## config.mk

```make
export PLATFORM = sky130hd
export DESIGN_NAME = q2e_cordic_cell
export DESIGN_NICKNAME = d
export VERILOG_FILES = /design/src/sv/q2e_pkg.sv /design/src/sv/q2e_cordic_cell.sv
export SDC_FILE = /design/constraint.sdc
export NUM_CORES = 1
export LEC_CHECK = 0
export BUFFER_PORTS_ARGS = -buffer_cell sky130_fd_sc_hd__buf_2
export CELL_PAD_IN_SITES_DETAIL_PLACEMENT = 1
export CELL_PAD_IN_SITES_GLOBAL_PLACEMENT = 1
export CORE_MARGIN = 2
export CORE_UTILIZATION = 32
export DETAILED_ROUTE_END_ITERATION = 16
export PLACE_DENSITY = 0.78
export SLEW_MARGIN = 40
export SYNTH_ARGS = -nofsm -noshare
export SYNTH_HDL_FRONTEND = slang
export SYNTH_SLANG_ARGS = --single-unit
```

## constraint.sdc

```tcl
create_clock -name clk_i -period 4.07 [get_ports clk_i]
set_input_delay 0 -clock clk_i [delete_from_list [all_inputs] [get_ports clk_i]]
set_output_delay 0 -clock clk_i [all_outputs]
set_load 0.03 [all_outputs]
```

## src/sv/q2e_pkg.sv

```systemverilog
`default_nettype none
package q2e_pkg;

  localparam int unsigned OpW         = 35;  // atan2 operands, units 2^-30
  localparam int unsigned XyW         = 58;  // cordic x/y after scaling by 2^20
  localparam int unsigned AngW        = 33;  // angle, units 2^-30 rad
  localparam int unsigned RemW        = 54;  // root argument shifted by 20
  localparam int unsigned RootW       = 27;
  localparam int unsigned SqrtCells   = 27;
  localparam int unsigned CordicCells = 30;
  // products, sums, root cells, pre-rotation, cordic cells, output register
  localparam int unsigned Latency     = 2 + SqrtCells + 1 + CordicCells + 1;

  localparam logic signed [AngW-1:0] HalfPi   = 33'sd1686629713;
  localparam logic signed [15:0]     RollLim  = 16'sd25736;
  localparam logic signed [15:0]     PitchLim = 16'sd12868;

  typedef struct packed {
    logic signed [XyW-1:0]  x;
    logic signed [XyW-1:0]  y;
    logic signed [AngW-1:0] ang;
    logic                   zero;
  } cordic_lane_t;

  typedef struct packed {
    logic [RemW-1:0] rem;
    logic [RemW-1:0] res;
  } sqrt_lane_t;

  typedef struct packed {
    logic signed [OpW-1:0] sr;
    logic signed [OpW-1:0] cr;
    logic signed [OpW-1:0] sy;
    logic signed [OpW-1:0] cy;
  } rot_ops_t;

  function automatic logic signed [AngW-1:0] atan_tab(input int unsigned i);
    logic signed [AngW-1:0] v;
    case (i)
      0:       v = 33'sd843314857;
      1:       v = 33'sd497837829;
      2:       v = 33'sd263043837;
      3:       v = 33'sd133525159;
      4:       v = 33'sd67021687;
      5:       v = 33'sd33543516;
      6:       v = 33'sd16775851;
      7:       v = 33'sd8388437;
      8:       v = 33'sd4194283;
      9:       v = 33'sd2097149;
      default: v = (i < 30) ? (33'sd1 << (30 - i)) : 33'sd0;
    endcase
    return v;
  endfunction

  // quadrant pre-rotation and scaling of atan2(y, x)
  function automatic cordic_lane_t prerot(input logic signed [OpW-1:0] y,
                                          input logic signed [OpW-1:0] x);
    cordic_lane_t l;
    logic signed [XyW-1:0] xs;
    logic signed [XyW-1:0] ys;
    xs = {{(XyW-OpW-20){x[OpW-1]}}, x, 20'b0};
    ys = {{(XyW-OpW-20){y[OpW-1]}}, y, 20'b0};
    l.zero = (x == '0) && (y == '0);
    if (xs < 0) begin
      if (ys >= 0) begin
        l.x   = ys;
        l.y   = -xs;
        l.ang = HalfPi;
      end else begin
        l.x   = -ys;
        l.y   = xs;
        l.ang = -HalfPi;
      end
    end else begin
      l.x   = xs;
      l.y   = ys;
      l.ang = '0;
    end
    return l;
  endfunction

  function automatic logic signed [15:0] to_q13(input logic signed [35:0] a,
                                                input logic signed [15:0] lim);
    logic signed [35:0] r;
    logic signed [35:0] l;
    r = (a + 36'sd65536) >>> 17;
    l = {{20{lim[15]}}, lim};
    if (r > l) r = l;
    if (r < -l) r = -l;
    return r[15:0];
  endfunction

endpackage
`default_nettype wire

```

## src/sv/q2e_cordic_cell.sv

```systemverilog
`default_nettype none
module q2e_cordic_cell import q2e_pkg::*; #(
  parameter int unsigned Iter = 0
) (
  input  wire logic    clk_i,
  input  cordic_lane_t lane_i,
  output cordic_lane_t lane_o
);

  localparam logic signed [AngW-1:0] Step = atan_tab(Iter);

  logic signed [XyW-1:0] dx, dy;
  cordic_lane_t lane_d;

  always_comb begin
    dx = lane_i.y >>> Iter;
    dy = lane_i.x >>> Iter;
    lane_d.zero = lane_i.zero;
    if (lane_i.y > 0) begin
      lane_d.x   = lane_i.x + dx;
      lane_d.y   = lane_i.y - dy;
      lane_d.ang = lane_i.ang + Step;
    end else begin
      lane_d.x   = lane_i.x - dx;
      lane_d.y   = lane_i.y + dy;
      lane_d.ang = lane_i.ang - Step;
    end
  end

  always_ff @(posedge clk_i) begin
    lane_o <= lane_d;
  end

endmodule
`default_nettype wire

```

# After elaboration in Yosys (flattened, before gate mapping)
# Index checks and enable logic that the tools add are counted.
# W data, S select, Z words.
word_totals:
  reg_bits: 150
  input_bits: 151
  output_inout_bits: 150
  wordCells: 11
classes:
  addsub: 5
  order_cmp: 1
  muxes: 1
op_table:
  columns: ["cell", "n"]
  rows:
  - ["$mux W149", 1]
  - ["$sub A58 B58 Y58", 2]
  - ["$add A58 B58 Y58", 1]
  - ["$gt A58 B1 Y1 const B", 1]
  - ["$add A33 B31 Y33 const B", 1]
  - ["$sub A33 B31 Y33 const B", 1]

# Logic depth before layout (Yosys ltp)
logic_depth:
  depth_word: 2
  ltp_mapped: 19
  ltp_nobuf: 16

# Worst setup path after synthesis
# No wires, ideal clock.
synth_path:
  path_kind: "input-to-reg"
  startpoint: "input port lane_i[36] (netlist bit)"
  endpoint: "register lane_o[27] (netlist bit)"
  setup_time_ps: 140
  arrival_time_ps: 3974
  required_ps: 3930
  slack_ps: -44
  cell_stages: 17
  n_path_buf: 2
  path_cell_list: "nor4_1 nand4_1 nor2_1 a41o_1 clkbuf_1 buf_1 ha_1 nor2b_1 o31a_1 o31a_1 o41ai_2 o31a_1 o31ai_1 a21oi_1 o21ai_0 nand4b_1 o211ai_1"
synth_rtl:
  columns: ["element", "line", "source"]
  rows:
  - ["start: declaration", "q2e_cordic_cell.sv:6", "input cordic_lane_t lane_i,"]
  - ["end signal: assignment", "q2e_cordic_cell.sv:31", "lane_o <= lane_d;"]
  - ["end: declaration", "q2e_cordic_cell.sv:7", "output cordic_lane_t lane_o"]

==> run summary <==
die area: 50470 um2
Final nets: 2802
Distinct cells, synth: 85
Regs by FF count: lane_o x149
Worst Hold End: lane_o[93]
Final Core Density: 0.3948
Slew @ Worst Pin: 0.8659 ns
total chip power: 7117 uW
max cap viols: 0
share of cells above drive strength 1: 0.1778
Setup-failing EPs final: 0
die outline width: 224.6 um
Core Area: 47950 um2
ys flop type: dfxtp_1
peak supply drop: 0.2996 mV
WP data arrival: 4.25 ns
worst hold stages: 4
Hold Path Class: input pin to flop
Crit Path Category: input pin to flop
WHS: 0.03924 ns
most frequent cells in the layout: buf_2, a21oi_1, ha_1, inv_1, nor2_1
final instance area: 18930 um2
Post-synth EDFFs: 0
Worst slew margin: 0.4078
CTS Sinks: 149
commonest non-fill, non-tap cell in the layout: buf_2
Syn Area/Cell: 7.338 um2
1st-pass router iterations: 5
synthesized area: 15580 um2
initial antenna violation count: 12
Post-DP Area: 17910 um2
PD cells: 376.0 nW/um2
cell repeated most along the worst path: o211ai_1
starting density of the core: 0.3249
Crit path largest cell delay: 0.55 ns
routed via count: 17345
worst endpoint required time: 4.46 ns
drt drc: 0
final setup margin: 0.2186 ns
critical-path cell list: buf_2 > nor4_2 > buf_4 > nand4_1 > nor2_1 > a41o_4 > inv_4 > ha_1 > o21ai_0 > o21a_1 > o41a_1 > o211ai_1 > a31oi_2 > o21ai_1 > a21oi_1 > o211ai_1 > a31oi_1 > xnor2_1 > dlygate4sd3_1
Place WS: 0.03006 ns
Biggest register: lane_o
Routed WL per cell: 22.54 um
initial DRC count: 1305
dpl hpwl: 57160 um
worst path bufs/invs: 4
Max Fclk: 259.6 MHz
HP Start: lane_i[35]
Period Utilization, post-route: 0.9463
register area share after synthesis: 0.1915
htree depth: 4
number of max-slew violations in the final report: 0
Startpoint Class: input pin
Final Hold Fails: 0
largest net degree at the start of global routing: 61
slowest CP cell: dlygate4sd3_1
Ports: 301
Rows: 80
via density per instance: 5.630
Routed Antenna Nets: 0
die height: 224.6 um
CTS tree: yes
PortBufs: 300
grt total ovfl: 0
Worst Path Max Fanout: 7
max FFs per register: 149
first-pass GRT wire length: 104600 um
CTS Buf Count: 17
vias in the first global route: 17602
root buffer cell: clkbuf_16
area grow syn2layout: 21.51%
FFs w/ async S/R, synth: 0
Syn. warnings: 0
maximum clock insertion buffer count: 2
P_leak: 0.008781 uW
CP endpoint kind: flop
Routed WL: 69450 um
cell count after synthesis: 2123
Seq cells post-synth: 149
Reg clk slew, reported paths: 0.07 ns
GRT Overall Usage: 0.2698
min Tclk post-route: 3.851 ns
family with the most delay on the worst path: compound AO/OA/AOI/OAI gates
routability cong.: 0.9433
status: finished clean
syn nets: 2480
-- cell usage after synthesis (6+ instances only) --
cell type | count | area, um2
nor2_1 | 192 | 720.7
o211ai_1 | 21 | 157.7
or2_2 | 6 | 37.54
a211oi_1 | 23 | 172.7
o21ai_0 | 144 | 720.7
a31o_2 | 7 | 61.31
nand2b_1 | 18 | 112.6
nor2b_1 | 22 | 137.6
ha_1 | 202 | 2527
a211o_1 | 6 | 52.55
nand3_1 | 33 | 165.2
o221ai_1 | 6 | 52.55
xnor2_1 | 122 | 1069
nor4_1 | 36 | 225.2
mux2i_1 | 22 | 220.2
o22ai_1 | 7 | 43.79
o21a_1 | 15 | 112.6
a2111oi_0 | 7 | 61.31
inv_1 | 195 | 732.0
clkbuf_1 | 57 | 214.0
o21ai_1 | 10 | 50.05
o31a_1 | 8 | 70.07
and3_1 | 9 | 56.30
o21bai_1 | 57 | 427.9
a31oi_1 | 22 | 137.6
a21o_1 | 55 | 412.9
clkinv_1 | 8 | 30.03
nand2_1 | 121 | 454.2
buf_2 | 24 | 120.1
nand4_1 | 39 | 244.0
o31ai_1 | 12 | 90.09
a21oi_1 | 292 | 1461
xor2_1 | 19 | 166.4
nor3_1 | 31 | 155.2
dfxtp_1 | 149 | 2983
buf_1 | 11 | 41.29
or3_1 | 12 | 75.07
-- area by class of cell --
class / count / area (um2)
timing repair buffer: 399 / 2337
clock inverter: 15 / 156.4
fill: 6030 / 29020
antenna: 8 / 20.02
clock buffer: 17 / 425.4
multi-input combinational: 1674 / 11470
sequential: 149 / 2983
inverter: 204 / 768.2
tap: 615 / 769.5
-- worst max path at each step --
stage / start / end / slack (ns) / cells past startpoint
floorplan: lane_i[36] / lane_o[27] / 0.29 / 17
global placement: lane_i[63] / lane_o[27] / 0.20 / 18
detailed placement: lane_i[81] / lane_o[32] / 0.03 / 18
CTS: lane_i[81] / lane_o[32] / 0.02 / 19
global route: lane_i[43] / lane_o[32] / -0.04 / 19
finish: lane_i[43] / lane_o[32] / 0.22 / 19
-- stage by stage --
stage,TNS [ns],std cells
after floorplan,0,2123
after detailed placement,0,3003
after global routing,-0.06972,3076
final,0,3081
after CTS,0,3072
after global placement,0,3003
-- logic make-up (layout without fill, tap and decap cells) --
kind of cell    Yosys count  count (layout)  share of synthesized area
mux                      22              22                    0.01414
fa+ha+maj               206             206                     0.1674
other cells               0               8                          0
compound gates          750             750                     0.2997
flops                   149             149                     0.1915
simple gates            555             555                     0.1726
xor+xnor                141             141                    0.07927
buf+inv                 300             635                    0.07542
-- repair_timing --
item / in CTS / in global routing
endpoints found under the setup margin: 0 / 2
endpoints found under the hold margin: 33 / 0
gates resized for setup: 0 / 7
buffers inserted: 0 / 1
hold buffers: 37 / 0
-- per-layer routing --
metal / wire, um / global-route usage
met3: 4033 / 0.04847
met4: 2082 / 0.09079
met5: 38 / 0
met2: 32100 / 0.4457
met1: 31200 / 0.3535
-- where the power goes --
| part | switching [uW] | leakage, uW | internal (uW) |
|---|---|---|---|
| combinational | 2400 | 0.00725 | 1130 |
| sequential | 122 | 0.00126 | 1810 |
| clock | 786 | 0.000278 | 863 |
No activity file was read; power rests on OpenSTA's default activity.
