**config.mk**
```make
export PLATFORM = sky130hd
export DESIGN_NAME = q2e_sqrt_cell
export DESIGN_NICKNAME = d
export VERILOG_FILES = /design/src/sv/q2e_pkg.sv /design/src/sv/q2e_sqrt_cell.sv
export SDC_FILE = /design/constraint.sdc
export NUM_CORES = 1
export LEC_CHECK = 0
export ABC_CLOCK_PERIOD_IN_PS = 4700
export BUFFER_PORTS_ARGS = -buffer_cell sky130_fd_sc_hd__buf_2
export CAP_MARGIN = 40
export CORE_AREA = 2 2 134 136
export CTS_CLUSTER_SIZE = 10
export DETAILED_ROUTE_END_ITERATION = 16
export DIE_AREA = 0 0 136 138
export GPL_ROUTABILITY_DRIVEN = 0
export PLACE_DENSITY_LB_ADDON = 0.08
export SLEW_MARGIN = 10
export SYNTH_ARGS = -nofsm -noshare
export SYNTH_HDL_FRONTEND = slang
export SYNTH_SLANG_ARGS = --single-unit
```
**constraint.sdc**
```tcl
create_clock -name clk_i -period 4.7 [get_ports clk_i]
set_input_delay 0.705 -clock clk_i [delete_from_list [all_inputs] [get_ports clk_i]]
set_output_delay 0.705 -clock clk_i [all_outputs]
set_load 0.01 [all_outputs]
```
**src/sv/q2e_pkg.sv**
```systemverilog
`default_nettype none
package q2e_pkg;

  localparam int unsigned OpW         = 35;  // atan2 operands, units 2^-30
  localparam int unsigned XyW         = 58;  // cordic x/y after scaling by 2^20
  localparam int unsigned AngW        = 33;  // angle, units 2^-30 rad
  localparam int unsigned RemW        = 54;  // root argument shifted by 20
  localparam int unsigned RootW       = 27;
  localparam int unsigned SqrtCells   = 27;
  localparam int unsigned CordicCells = 30;
  // products, sums, root cells, pre-rotation, cordic cells, output register
  localparam int unsigned Latency     = 2 + SqrtCells + 1 + CordicCells + 1;

  localparam logic signed [AngW-1:0] HalfPi   = 33'sd1686629713;
  localparam logic signed [15:0]     RollLim  = 16'sd25736;
  localparam logic signed [15:0]     PitchLim = 16'sd12868;

  typedef struct packed {
    logic signed [XyW-1:0]  x;
    logic signed [XyW-1:0]  y;
    logic signed [AngW-1:0] ang;
    logic                   zero;
  } cordic_lane_t;

  typedef struct packed {
    logic [RemW-1:0] rem;
    logic [RemW-1:0] res;
  } sqrt_lane_t;

  typedef struct packed {
    logic signed [OpW-1:0] sr;
    logic signed [OpW-1:0] cr;
    logic signed [OpW-1:0] sy;
    logic signed [OpW-1:0] cy;
  } rot_ops_t;

  function automatic logic signed [AngW-1:0] atan_tab(input int unsigned i);
    logic signed [AngW-1:0] v;
    case (i)
      0:       v = 33'sd843314857;
      1:       v = 33'sd497837829;
      2:       v = 33'sd263043837;
      3:       v = 33'sd133525159;
      4:       v = 33'sd67021687;
      5:       v = 33'sd33543516;
      6:       v = 33'sd16775851;
      7:       v = 33'sd8388437;
      8:       v = 33'sd4194283;
      9:       v = 33'sd2097149;
      default: v = (i < 30) ? (33'sd1 << (30 - i)) : 33'sd0;
    endcase
    return v;
  endfunction

  // quadrant pre-rotation and scaling of atan2(y, x)
  function automatic cordic_lane_t prerot(input logic signed [OpW-1:0] y,
                                          input logic signed [OpW-1:0] x);
    cordic_lane_t l;
    logic signed [XyW-1:0] xs;
    logic signed [XyW-1:0] ys;
    xs = {{(XyW-OpW-20){x[OpW-1]}}, x, 20'b0};
    ys = {{(XyW-OpW-20){y[OpW-1]}}, y, 20'b0};
    l.zero = (x == '0) && (y == '0);
    if (xs < 0) begin
      if (ys >= 0) begin
        l.x   = ys;
        l.y   = -xs;
        l.ang = HalfPi;
      end else begin
        l.x   = -ys;
        l.y   = xs;
        l.ang = -HalfPi;
      end
    end else begin
      l.x   = xs;
      l.y   = ys;
      l.ang = '0;
    end
    return l;
  endfunction

  function automatic logic signed [15:0] to_q13(input logic signed [35:0] a,
                                                input logic signed [15:0] lim);
    logic signed [35:0] r;
    logic signed [35:0] l;
    r = (a + 36'sd65536) >>> 17;
    l = {{20{lim[15]}}, lim};
    if (r > l) r = l;
    if (r < -l) r = -l;
    return r[15:0];
  endfunction

endpackage
`default_nettype wire

```
**src/sv/q2e_sqrt_cell.sv**
```systemverilog
`default_nettype none
module q2e_sqrt_cell import q2e_pkg::*; #(
  parameter int unsigned Shift = 0
) (
  input  wire logic  clk_i,
  input  sqrt_lane_t lane_i,
  output sqrt_lane_t lane_o
);

  localparam logic [RemW-1:0] Bit = RemW'(1) << (2 * Shift);

  logic [RemW-1:0] trial;
  sqrt_lane_t lane_d;

  always_comb begin
    trial = lane_i.res + Bit;
    if (lane_i.rem >= trial) begin
      lane_d.rem = lane_i.rem - trial;
      lane_d.res = (lane_i.res >> 1) + Bit;
    end else begin
      lane_d.rem = lane_i.rem;
      lane_d.res = lane_i.res >> 1;
    end
  end

  always_ff @(posedge clk_i) begin
    lane_o <= lane_d;
  end

endmodule
`default_nettype wire

```
# Yosys cells after proc, flatten, opt, wreduce, memory -nomap -nowiden
# Cells that the tools add are included.
# totals
ff_bits	108
latch_bits	0
mem_bits_rw	0
romBits	0
input_bits	109
elab_cells	8
mem_count	0
# op_classes
n_addsub	3
n_mul	0
n_div	0
order_cmp	1
n_eq_ne	0
shifts	0
n_mux	1
n_bitwise	0
n_reduce_logical	0
# op_table
operator	n
$mux W108	1
$add A53 B1 Y54 const B	1
$add A54 B1 Y54 const B	1
$ge A54 B54 Y1	1
$sub A54 B54 Y54	1

# Depth between registers and ports, before layout
# Gate-level depths: netlist of the first run.
# logic_depth
word_depth	3
depth_mapped	24
depth_no_buf	20

# Least setup slack after synthesis of the first run
# OpenSTA, ideal clock, no wires.
# synth_path
kind	input port to flip-flop
start	in lane_i[1] (netlist bit)
end	reg lane_o[1] (netlist bit)
setup_ns	0.121
arrival_ns	4.613
required_ns	4.579
setup_slack_ns	-0.034
path_stages	22
path_cell_list	ha_1 > and3_1 > and4_1 > nor3b_2 > nand2_1 > nor2_1 > nand2_1 > nor3_2 > nand2_1 > xor2_1 > ha_1 > buf_2 > a21oi_1 > o21ai_0 > a21oi_1 > nor2_1 > a211oi_2 > o22ai_1 > a211oi_4 > buf_6 > buf_6 > mux2_2
# synth_lines
element	line	text
start: declaration	q2e_sqrt_cell.sv:6	input sqrt_lane_t lane_i,
end signal: assignment	q2e_sqrt_cell.sv:27	lane_o <= lane_d;
end: declaration	q2e_sqrt_cell.sv:7	output sqrt_lane_t lane_o

==> results.ini, run 1 <==
[status]
outcome=complete, no violations

[clock_network]
clock-root-buffer=clkbuf_16
cts_tree=yes
clockBufferDepth=2
clk_pin_slew_ns=0.08
numCtsBuffers=9
htreeDepth=3
clock_sink_count=108

[critical_path]
cp.arrival_ns=4.78
critPathCaptureType=register
worstPathRequired_ns=4.96
path_class=primary input to register
cp-start-kind=primary input
critPathMaxFanout=12

[placed_design]
pre_cts_ws_ns=-0.228
hpwl_um=24100
port_buffers=216

[yosys]
ys_ff_latch=108
syn_area_per_cell_um2=7.56
synthCells=1104
netlist_top_cells_area=dfxtp_1 (26%), xor2_1 (9.3%), ha_1 (8.4%)
ys_seq_area_frac=0.259
ys.flop_type=dfxtp_1
post-synth-top-area-cell=dfxtp_1
synth_area_um2=8350
ys_types=64
synth_warnings=0
async_flop_share=0
synthesis.nets=1270
synth_edf_count=0
synth_top_area_frac=0.259

[sta]
setup_viol=0
slew_violations=0
min_period_over_period=0.961
worst_slack_ns=0.182
tightest_slew_ns=0.661
tns_ns=0
maxSlewHeadroom=0.554
finalHoldViolations=0
fmax_mhz=221
fin_crit_ns=4.52
worst_hold_slack_ns=0.541

[global_routing]
grtUsageTotal=0.303
grt_pass1_wl_um=44500
grt_antenna_before_repair=1
grt_overflow_total=0
grt_start_max_net_pins=36
grt_pass1_vias=8469

[detailed_routing]
drt-total-wl_um=29000
ant_nets=0
routed_via_density=5.48
vias=9118
drtIter0Drc=945
avgRoutedWirePerCell_um=17.4
remaining_drc_errors=0
drtPass1Iterations=6

[power]
p_int_mw=1.88
pwr-share-seq=0.362
p_sw_frac=0.356
p_leak_nw=5.01
switching_power_mw=1.04
comb_power_share=0.379
power.density_nw_per_um2=266
p_clk_frac=0.259
vdd_drop_max_mv=0.177
finalPower_mw=2.92

[cells_and_area]
postLayoutCoreUtil=0.628
top_regs=lane_o x108
fin_nets=1596
regMostFlops=lane_o
n_fill_cell=1651
layout-drive-gt1-share=0.302
largest_reg_flops=108
area_delta_synth_final_pct=31.8

[hold_path]
whs_path_depth=2
hp-start=lane_i[53]
hold_end=lane_o[52]
hold_class=primary input to register

[die]
core_um2=17500
num_io_pins=217
die_w_um=136
initial_core_util=0.476
die-area_um2=18800
rows=49
fp.dieH_um=138

[run]
max_cap_violations=0

[through the flow]
stage                     std cells  area, um2
after floorplan                1104       8360
after global placement         1646      10600
after detailed placement       1646      10600
after CTS                      1662      10900
after global routing           1664      11000
final                          1665      11000
[worst max path at each step]
stage,start,endpoint,slack [ns],cells after the start
3_5_place_dp,lane_i[25],lane_o[79],-0.23,17
4_1_cts,lane_i[25],lane_o[79],0.15,22
5_1_grt,lane_i[25],lane_o[10],-0.009,20
6_report,lane_i[25],lane_o[55],0.18,21
2_1_floorplan,lane_i[1],lane_o[1],0.008,22
3_3_place_gp,lane_i[25],lane_o[46],-0.18,18
[final cells by class]
type                            count  area [um2]  share of cell area
Multi-Input combinational cell    904        5790               0.526
Timing Repair Buffer              381        2380               0.216
Sequential cell                   108        2160               0.196
Tap cell                          229         287              0.0260
Clock buffer                        9         225              0.0205
Inverter                           26        97.6             0.00887
Clock inverter                      7        58.8             0.00534
Antenna cell                        1        2.50            0.000227
[logic make-up after synthesis]
group | synth area share
AO/OA/AOI/OAI | 0.176
XOR/XNOR | 0.162
adder cells (fa/ha/maj) | 0.0863
buffers and inverters | 0.0521
flip-flops | 0.259
multiplexers | 0.00644
AND/OR/NAND/NOR | 0.258
[cells in the final DEF (no fill, tap or decap), types with 4 or more instances in the layout]
master,n
a211oi_1,5
a21o_1,15
a21oi_1,71
a31oi_1,8
and2_1,4
and3_1,9
and4_1,6
buf_2,216
buf_4,160
clkbuf_16,10
dfxtp_1,108
ha_1,55
inv_1,26
nand2_1,171
nand2b_1,18
nand3_1,26
nand3b_1,5
nand4_1,44
nor2_1,92
nor2b_1,4
nor3_1,22
nor3_2,6
nor4_1,9
nor4_2,5
o211ai_1,7
o21a_1,5
o21ai_0,72
o21ai_1,18
o21bai_1,15
o31ai_1,6
or3_1,4
xnor2_1,65
xor2_1,89
[power by group through the flow]
| stage | registers [mW] | logic, mW | clock network [mW] |
|---|---|---|---|
| after global routing | 1.07 | 1.21 | 0.803 |
| after CTS | 1.06 | 1.09 | 0.774 |
| final | 1.06 | 1.11 | 0.758 |
| after detailed placement | 1.08 | 1.08 | 0 |
| after floorplan | 1.14 | 0.567 | 0 |
| after global placement | 1.08 | 1.07 | 0 |
[timing repair]
action / 4_1_cts / 5_1_grt
setup buffers: 0 / 1
hold buffers: 0 / 0
setup endpoints to repair: 0 / 108
resized for setup: 0 / 11
[Yosys cell counts, drive strengths merged, types with 27 or more instances]
| library cell | number |
|---|---|
| nand2 | 171 |
| dfxtp | 108 |
| nor2 | 95 |
| o21ai | 92 |
| xor2 | 89 |
| a21oi | 74 |
| xnor2 | 65 |
| ha | 56 |
| nand4 | 45 |
| clkbuf | 39 |
| nor3 | 28 |
| buf | 27 |
[worst max-delay path: stages]
cell and delay, ns:
buf_2 0.11, nand4_1 0.23, nor2_2 0.18, and2_1 0.19
nand4_1 0.17, or2_1 0.30, nor2_2 0.16, nand3_1 0.14
buf_4 0.16, nor2_1 0.11, xnor2_1 0.24, ha_2 0.40
nand2_1 0.09, nor2_1 0.07, nand2_1 0.10, nor2_1 0.07
a211oi_2 0.27, o22ai_1 0.15, a211oi_4 0.30, buf_4 0.27
mux2_2 0.35
[layer usage]
layer | vias up | wire (um) | track usage | share of wire
met5 | - | 0 | 0 | 0
met2 | 432 | 12800 | 0.474 | 0.44
met3 | 65 | 2570 | 0.0572 | 0.089
li1 | 4495 | - | - | -
met1 | 4126 | 12700 | 0.414 | 0.44
met4 | 0 | 940 | 0.111 | 0.032
No activity file was read; power rests on OpenSTA's default activity.
==> run 2, diff against run 1 <==
--- a/config.mk
+++ b/config.mk
@@ -8,10 +8,12 @@
 export ABC_CLOCK_PERIOD_IN_PS = 4700
 export BUFFER_PORTS_ARGS = -buffer_cell sky130_fd_sc_hd__buf_2
 export CAP_MARGIN = 40
-export CORE_AREA = 2 2 134 136
+export CELL_PAD_IN_SITES_DETAIL_PLACEMENT = 1
+export CELL_PAD_IN_SITES_GLOBAL_PLACEMENT = 1
+export CORE_AREA = 2 2 158 160
 export CTS_CLUSTER_SIZE = 10
 export DETAILED_ROUTE_END_ITERATION = 16
-export DIE_AREA = 0 0 136 138
+export DIE_AREA = 0 0 160 162
 export GPL_ROUTABILITY_DRIVEN = 0
 export PLACE_DENSITY_LB_ADDON = 0.08
 export SLEW_MARGIN = 10
==> run 2 against run 1 <==
Cell count up 11%. Highest routed layer unchanged. Sequential share of layout area down 1.6 points. Utilization fell by 13 points. Flip-flop and latch count did not move. Global-route usage is 3.2 points lower. Combinational power increased by 13%. Die area increased by 38%. Maximum frequency shrank 0.72%. Cell area increased by 9.1%. Wire length increased by 22%. Critical path depth grew 1.
==> results.ini, run 2 (synthesized netlist as in run 1, its figures left out) <==
[power]
switching_power_mw=1.12  ; +7.3%
p_leak_nw=5.49  ; +9.5%
power.density_nw_per_um2=258  ; -3.0%
p_clk_frac=0.254  ; -0.005
comb_power_share=0.403  ; +0.024
vdd_drop_max_mv=0.138  ; -22%
p_int_mw=1.98  ; +5.0%
pwr-share-seq=0.342  ; -0.020
p_sw_frac=0.361  ; +0.00503

[die]
rows=57  ; +16%
core_um2=24100  ; +37%
initial_core_util=0.346  ; -0.130
die-area_um2=25900  ; +38%
fp.dieH_um=162  ; +17%
die_w_um=160  ; +18%
num_io_pins=217  ; unchanged

[cells_and_area]
area_delta_synth_final_pct=43.8
fin_cells=1850  ; +11%
largest_reg_flops=108  ; unchanged
final_cell_mix=buf_4 (243), buf_2 (216), nand2_1 (170)
layout-drive-gt1-share=0.359  ; +0.0574
top_regs=lane_o x108
n_fill_cell=3099  ; +88%
regMostFlops=lane_o
mostFrequentLayoutCell=buf_4
fin_nets=1684  ; +5.5%

[critical_path]
cp-start-kind=primary input
critical_path_buf_inv_count=5  ; +2
cp_num_cells=22  ; +4.8%
startpoint=lane_i[1]
critPathMaxFanout=26  ; +14
critPathCapture=lane_o[12]
critical_path.top_delay_family=simple AND/OR/NAND/NOR gates
cp.arrival_ns=4.85  ; +0.07 ns
path_class=primary input to register
worstPathRequired_ns=5.00  ; +0.04 ns
crit_path_cell_trace=buf_2, ha_1, and3_1, and4_4, and3_1, nand4_1, nor4_1, buf_4, xnor2_1, ha_1, a21oi_2, o21ai_0, a21oi_2, nor2_1, a211oi_2, o22ai_2, a211oi_4, buf_6, buf_8, buf_12, nand4b_1, xnor2_1
cp_slowest_cell=ha_1
worst_path_largest_cell_delay_ns=0.36  ; -0.04 ns
critPathCaptureType=register

[clock_network]
clockBufferDepth=2  ; unchanged
clock-root-buffer=clkbuf_16
htreeDepth=3  ; unchanged
clock_sink_count=108  ; unchanged
numCtsBuffers=9  ; unchanged
ctsHoldBuffers=0  ; unchanged
clk_pin_slew_ns=0.08  ; about the same
cts_tree=yes

[sta]
maxSlewHeadroom=0.499  ; -0.0553
min_period_over_period=0.968  ; +0.00694
tightest_slew_ns=0.745  ; +0.0838 ns
grt_setup_unrepaired=yes
slew_violations=0  ; unchanged
worst_hold_slack_ns=0.539  ; -0.00139 ns
fin_crit_ns=4.55  ; +0.0326 ns
worst_slack_ns=0.149  ; -0.0326 ns
fmax_mhz=220  ; -0.72%
setup_viol=0  ; unchanged
finalHoldViolations=0  ; unchanged

[hold_path]
hold_class=primary input to register
whs_path_depth=2  ; unchanged

[global_routing]
grt_antenna_before_repair=2  ; +1
grt_pass1_vias=9793  ; +16%
grt_start_max_net_pins=27  ; -25%
grt_overflow_total=0  ; unchanged
grtUsageTotal=0.271  ; -0.0316
grt_pass1_wl_um=54900  ; +23%

[detailed_routing]
drt-total-wl_um=35300  ; +22%
drtPass1Iterations=5  ; -1
routed_via_density=5.10  ; -6.9%
avgRoutedWirePerCell_um=19.1  ; +9.6%
drtIter0Drc=577  ; -39%
ant_nets=0  ; unchanged
remaining_drc_errors=0  ; unchanged
vias=9431  ; +3.4%

[run]
max_cap_violations=0  ; unchanged

[placed_design]
dpl.cell_count=1825  ; +11%
pre_cts_ws_ns=-0.533  ; -0.305 ns
hpwl_um=29500  ; +22%
port_buffers=216  ; unchanged

[status]
outcome=complete, no violations

[run 2: power by group through the flow]
stage	registers (mW)	clock network, mW	logic [mW]
CTS	1.06	0.817	1.23
floorplan	1.14	0	0.567
global placement	1.08	0	1.18
finish	1.06	0.787	1.25
detailed placement	1.08	0	1.20
global route	1.07	0.845	1.36
[run 2: area by class of cell]
class / count / area, um2 / area share
flip-flops and latches: 108 / 2160 / 0.180
diodes: 3 / 7.51 / 0.000625
inverters: 26 / 97.6 / 0.00813
clock buffers: 10 / 239 / 0.0199
clock inverters: 6 / 53.8 / 0.00448
well taps: 324 / 405 / 0.0338
multi-input cells: 904 / 5950 / 0.495
repair buffers: 469 / 3100 / 0.258
[run 2: routing by layer]
layer | routed length (um) | vias to the layer above | GRT usage | part of all wire
met2 | 16400 | 251 | 0.455 | 0.46
met1 | 16100 | 4471 | 0.362 | 0.46
li1 | - | 4667 | - | -
met5 | 0 | - | 0 | 0
met3 | 1810 | 42 | 0.0340 | 0.051
met4 | 997 | 0 | 0.0909 | 0.028
[run 2: worst min path at each step]
stage / startpoint / end
finish: lane_i[53] / lane_o[52]
global route: lane_i[53] / lane_o[52]
CTS: lane_i[53] / lane_o[52]
detailed placement: lane_i[53] / lane_o[52]
global placement: lane_i[53] / lane_o[52]
floorplan: lane_i[14] / lane_o[13]
[run 2: what timing repair did]
action | in CTS | in global routing
gates resized for setup | 11 | 35
pin swaps | 1 | 9
cloned | 1 | 0
endpoints found under the setup margin | 35 | 108
buffers inserted | 1 | 4
[run 2: metrics by stage]
stage / utilization / area, um2 / total power [mW] / setup TNS [ns]
detailed placement: 0.474 / 11400 / 2.28 / -38.42
CTS: 0.490 / 11800 / 3.11 / 0
global route: 0.498 / 12000 / 3.28 / -0.983
finish: 0.498 / 12000 / 3.09 / 0
floorplan: - / 8360 / 1.71 / 0
global placement: 0.474 / 11400 / 2.26 / -21.99
==> run 3, diff against run 2 <==
--- a/config.mk
+++ b/config.mk
@@ -6,7 +6,7 @@
 export NUM_CORES = 1
 export LEC_CHECK = 0
 export ABC_CLOCK_PERIOD_IN_PS = 4700
-export BUFFER_PORTS_ARGS = -buffer_cell sky130_fd_sc_hd__buf_2
+export BUFFER_PORTS_ARGS = -buffer_cell sky130_fd_sc_hd__clkbuf_2
 export CAP_MARGIN = 40
 export CELL_PAD_IN_SITES_DETAIL_PLACEMENT = 1
 export CELL_PAD_IN_SITES_GLOBAL_PLACEMENT = 1
@@ -16,7 +16,6 @@
 export DIE_AREA = 0 0 160 162
 export GPL_ROUTABILITY_DRIVEN = 0
 export PLACE_DENSITY_LB_ADDON = 0.08
-export SLEW_MARGIN = 10
 export SYNTH_ARGS = -nofsm -noshare
 export SYNTH_HDL_FRONTEND = slang
 export SYNTH_SLANG_ARGS = --single-unit
==> run 3 against run 2 <==
Power decreased by 1.7%. Utilization shrank 0.70 points. Cell area decreased by 1.4%. Wire length decreased by 1.4%. Clock power is 3.4% lower. Critical path type unchanged. Global-route usage down 0.70 points. Sequential share of layout area rose by 0.25 points. Largest power group unchanged. Die area stayed put. Flip-flop and latch count is the same. Critical path depth shrank 3. Setup slack better by 0.046 ns.
==> results.ini, run 3 (synthesized netlist as in run 1, its figures left out) <==
[cells_and_area]
layout-drive-gt1-share=0.349  ; -0.0106
regMostFlops=lane_o
top_regs=lane_o x108
largest_reg_flops=108  ; unchanged
final_cell_mix=buf_4 (229), clkbuf_2 (216), nand2_1 (169)
fin_cells=1834  ; -0.86%
area_delta_synth_final_pct=41.8
mostFrequentLayoutCell=buf_4
fin_nets=1670  ; -0.83%

[clock_network]
ctsHoldBuffers=0  ; unchanged
clockBufferDepth=2  ; unchanged
htreeDepth=3  ; unchanged
clock-root-buffer=clkbuf_16
clk_pin_slew_ns=0.08  ; about the same
clock_sink_count=108  ; unchanged
cts_tree=yes
numCtsBuffers=9  ; unchanged

[detailed_routing]
drtIter0Drc=481  ; -17%
ant_nets=0  ; unchanged
drt-total-wl_um=34800  ; -1.4%
routed_via_density=5.15  ; +0.97%
drtPass1Iterations=4  ; -1
avgRoutedWirePerCell_um=19.0  ; -0.58%
remaining_drc_errors=0  ; unchanged
vias=9440  ; +0.095%

[hold_path]
hold_class=primary input to register
hold_end=lane_o[52]
whs_path_depth=2  ; unchanged
hp-start=lane_i[53]

[sta]
finalHoldViolations=0  ; unchanged
min_period_over_period=0.958  ; -0.00988
maxSlewHeadroom=0.495  ; -0.00439
setup_viol=0  ; unchanged
grt_setup_unrepaired=yes
worst_hold_slack_ns=0.539  ; +0.0000150 ns
fmax_mhz=222  ; +1.0%
slew_violations=0  ; unchanged
tns_ns=0  ; unchanged
fin_crit_ns=4.50  ; -0.0465 ns
tightest_slew_ns=0.756  ; +0.0111 ns

[global_routing]
grt_overflow_total=0  ; unchanged
grt_start_max_net_pins=39  ; +44%
grtUsageTotal=0.264  ; -0.00704
grt_pass1_wl_um=53500  ; -2.6%
grt_antenna_before_repair=1  ; -1
grt_pass1_vias=9655  ; -1.4%

[power]
vdd_drop_max_mv=0.181  ; +31%
p_clk_frac=0.250  ; -0.004
switching_power_mw=1.10  ; -1.5%
pwr-share-seq=0.350  ; +0.008
comb_power_share=0.401  ; -0.002
p_leak_nw=5.44  ; -0.90%
p_int_mw=1.94  ; -1.8%
p_sw_frac=0.362  ; +0.000882
power.density_nw_per_um2=257  ; -0.31%

[die]
initial_core_util=0.346  ; unchanged
rows=57  ; unchanged
fp.dieH_um=162  ; unchanged
die-area_um2=25900  ; unchanged
num_io_pins=217  ; unchanged
die_w_um=160  ; unchanged
core_um2=24100  ; unchanged

[status]
outcome=complete, no violations

[placed_design]
hpwl_um=29000  ; -1.7%
port_buffers=216  ; unchanged
dpl.cell_count=1812  ; -0.71%

[critical_path]
worstPathRequired_ns=4.96  ; -0.04 ns
critPathMaxFanout=6  ; -77%
cp-start-kind=primary input
cp_slowest_cell=or4_1
path_class=primary input to register
worst_path_largest_cell_delay_ns=0.43  ; +0.07 ns
cp.arrival_ns=4.76  ; -0.09 ns
crit_path_cell_trace=clkbuf_2, ha_1, and3_4, and4_4, nor3b_4, buf_4, and4_1, and4_1, nand2_1, xor2_1, ha_1, nand4_1, nor2_1, nand2_1, or4_1, o32a_1, a31oi_1, xnor2_1, o21ai_1
critPathCaptureType=register

[run]
max_cap_violations=0  ; unchanged

==> run 3: cell count changes in the layout (fill, tap and decap cells not counted), sizes merged <==
cell / delta
diode: -2
clkbuf: +218
clkinv: -1
buf: -230
bufbuf: -1
==> run 3: final cells by class <==
class | count | area [um2]
antenna | 1 | 2.50
sequential | 108 | 2160
multi-input combinational | 904 | 5930
timing repair buffer | 455 | 2970
fill | 3135 | 12300
tap | 324 | 405
clock buffer | 11 | 233
inverter | 26 | 97.6
clock inverter | 5 | 42.5
==> run 3: power groups by stage <==
| stage | clock [mW] | sequential, mW | combinational, mW |
|---|---|---|---|
| 2_1_floorplan | 0 | 1.14 | 0.567 |
| 4_1_cts | 0.786 | 1.07 | 1.19 |
| 3_5_place_dp | 0 | 1.09 | 1.18 |
| 6_report | 0.760 | 1.06 | 1.22 |
| 5_1_grt | 0.813 | 1.07 | 1.34 |
| 3_3_place_gp | 0 | 1.08 | 1.16 |
==> run 3: metal layers <==
layer  vias to the layer above  track usage  share of wire
met5                         -            0              0
met4                         0       0.0913          0.029
met3                        42       0.0378          0.047
met2                       243        0.437           0.46
met1                      4516        0.354           0.46
li1                       4639            -              -
==> run 3: per-stage QoR <==
stage,total power [mW],worst slack [ns],utilization,instance area [um2]
6_report,3.04,0.196,0.491,11800
3_3_place_gp,2.25,-0.272,0.469,11300
2_1_floorplan,1.71,0.00771,-,8360
5_1_grt,3.22,-0.0229,0.491,11800
4_1_cts,3.04,0.0323,0.481,11600
3_5_place_dp,2.27,-0.506,0.469,11300
==> run 3: how the worst max path moves through the flow <==
stage	startpoint	endpoint	slack, ns
2_1_floorplan	lane_i[1]	lane_o[1]	0.008
3_3_place_gp	lane_i[1]	lane_o[53]	-0.27
3_5_place_dp	lane_i[1]	lane_o[7]	-0.51
4_1_cts	lane_i[1]	lane_o[7]	0.03
5_1_grt	lane_i[1]	lane_o[49]	-0.02
6_report	lane_i[1]	lane_o[107]	0.20
==> run 3: critical path: cells and delay by family <==
family	cells	cell delay (ns)
AO/OA/AOI/OAI	3	0.65
adder cells (fa/ha/maj)	2	0.53
AND/OR/NAND/NOR	10	2.28
XOR/XNOR	2	0.33
buffers and inverters	2	0.27
==> run 3: timing repair <==
| item | CTS | global route |
|---|---|---|
| pin swaps | 0 | 19 |
| gates cloned | 0 | 1 |
| gates resized for setup | 3 | 38 |
| endpoints found under the setup margin | 86 | 108 |
| setup buffers | 0 | 4 |
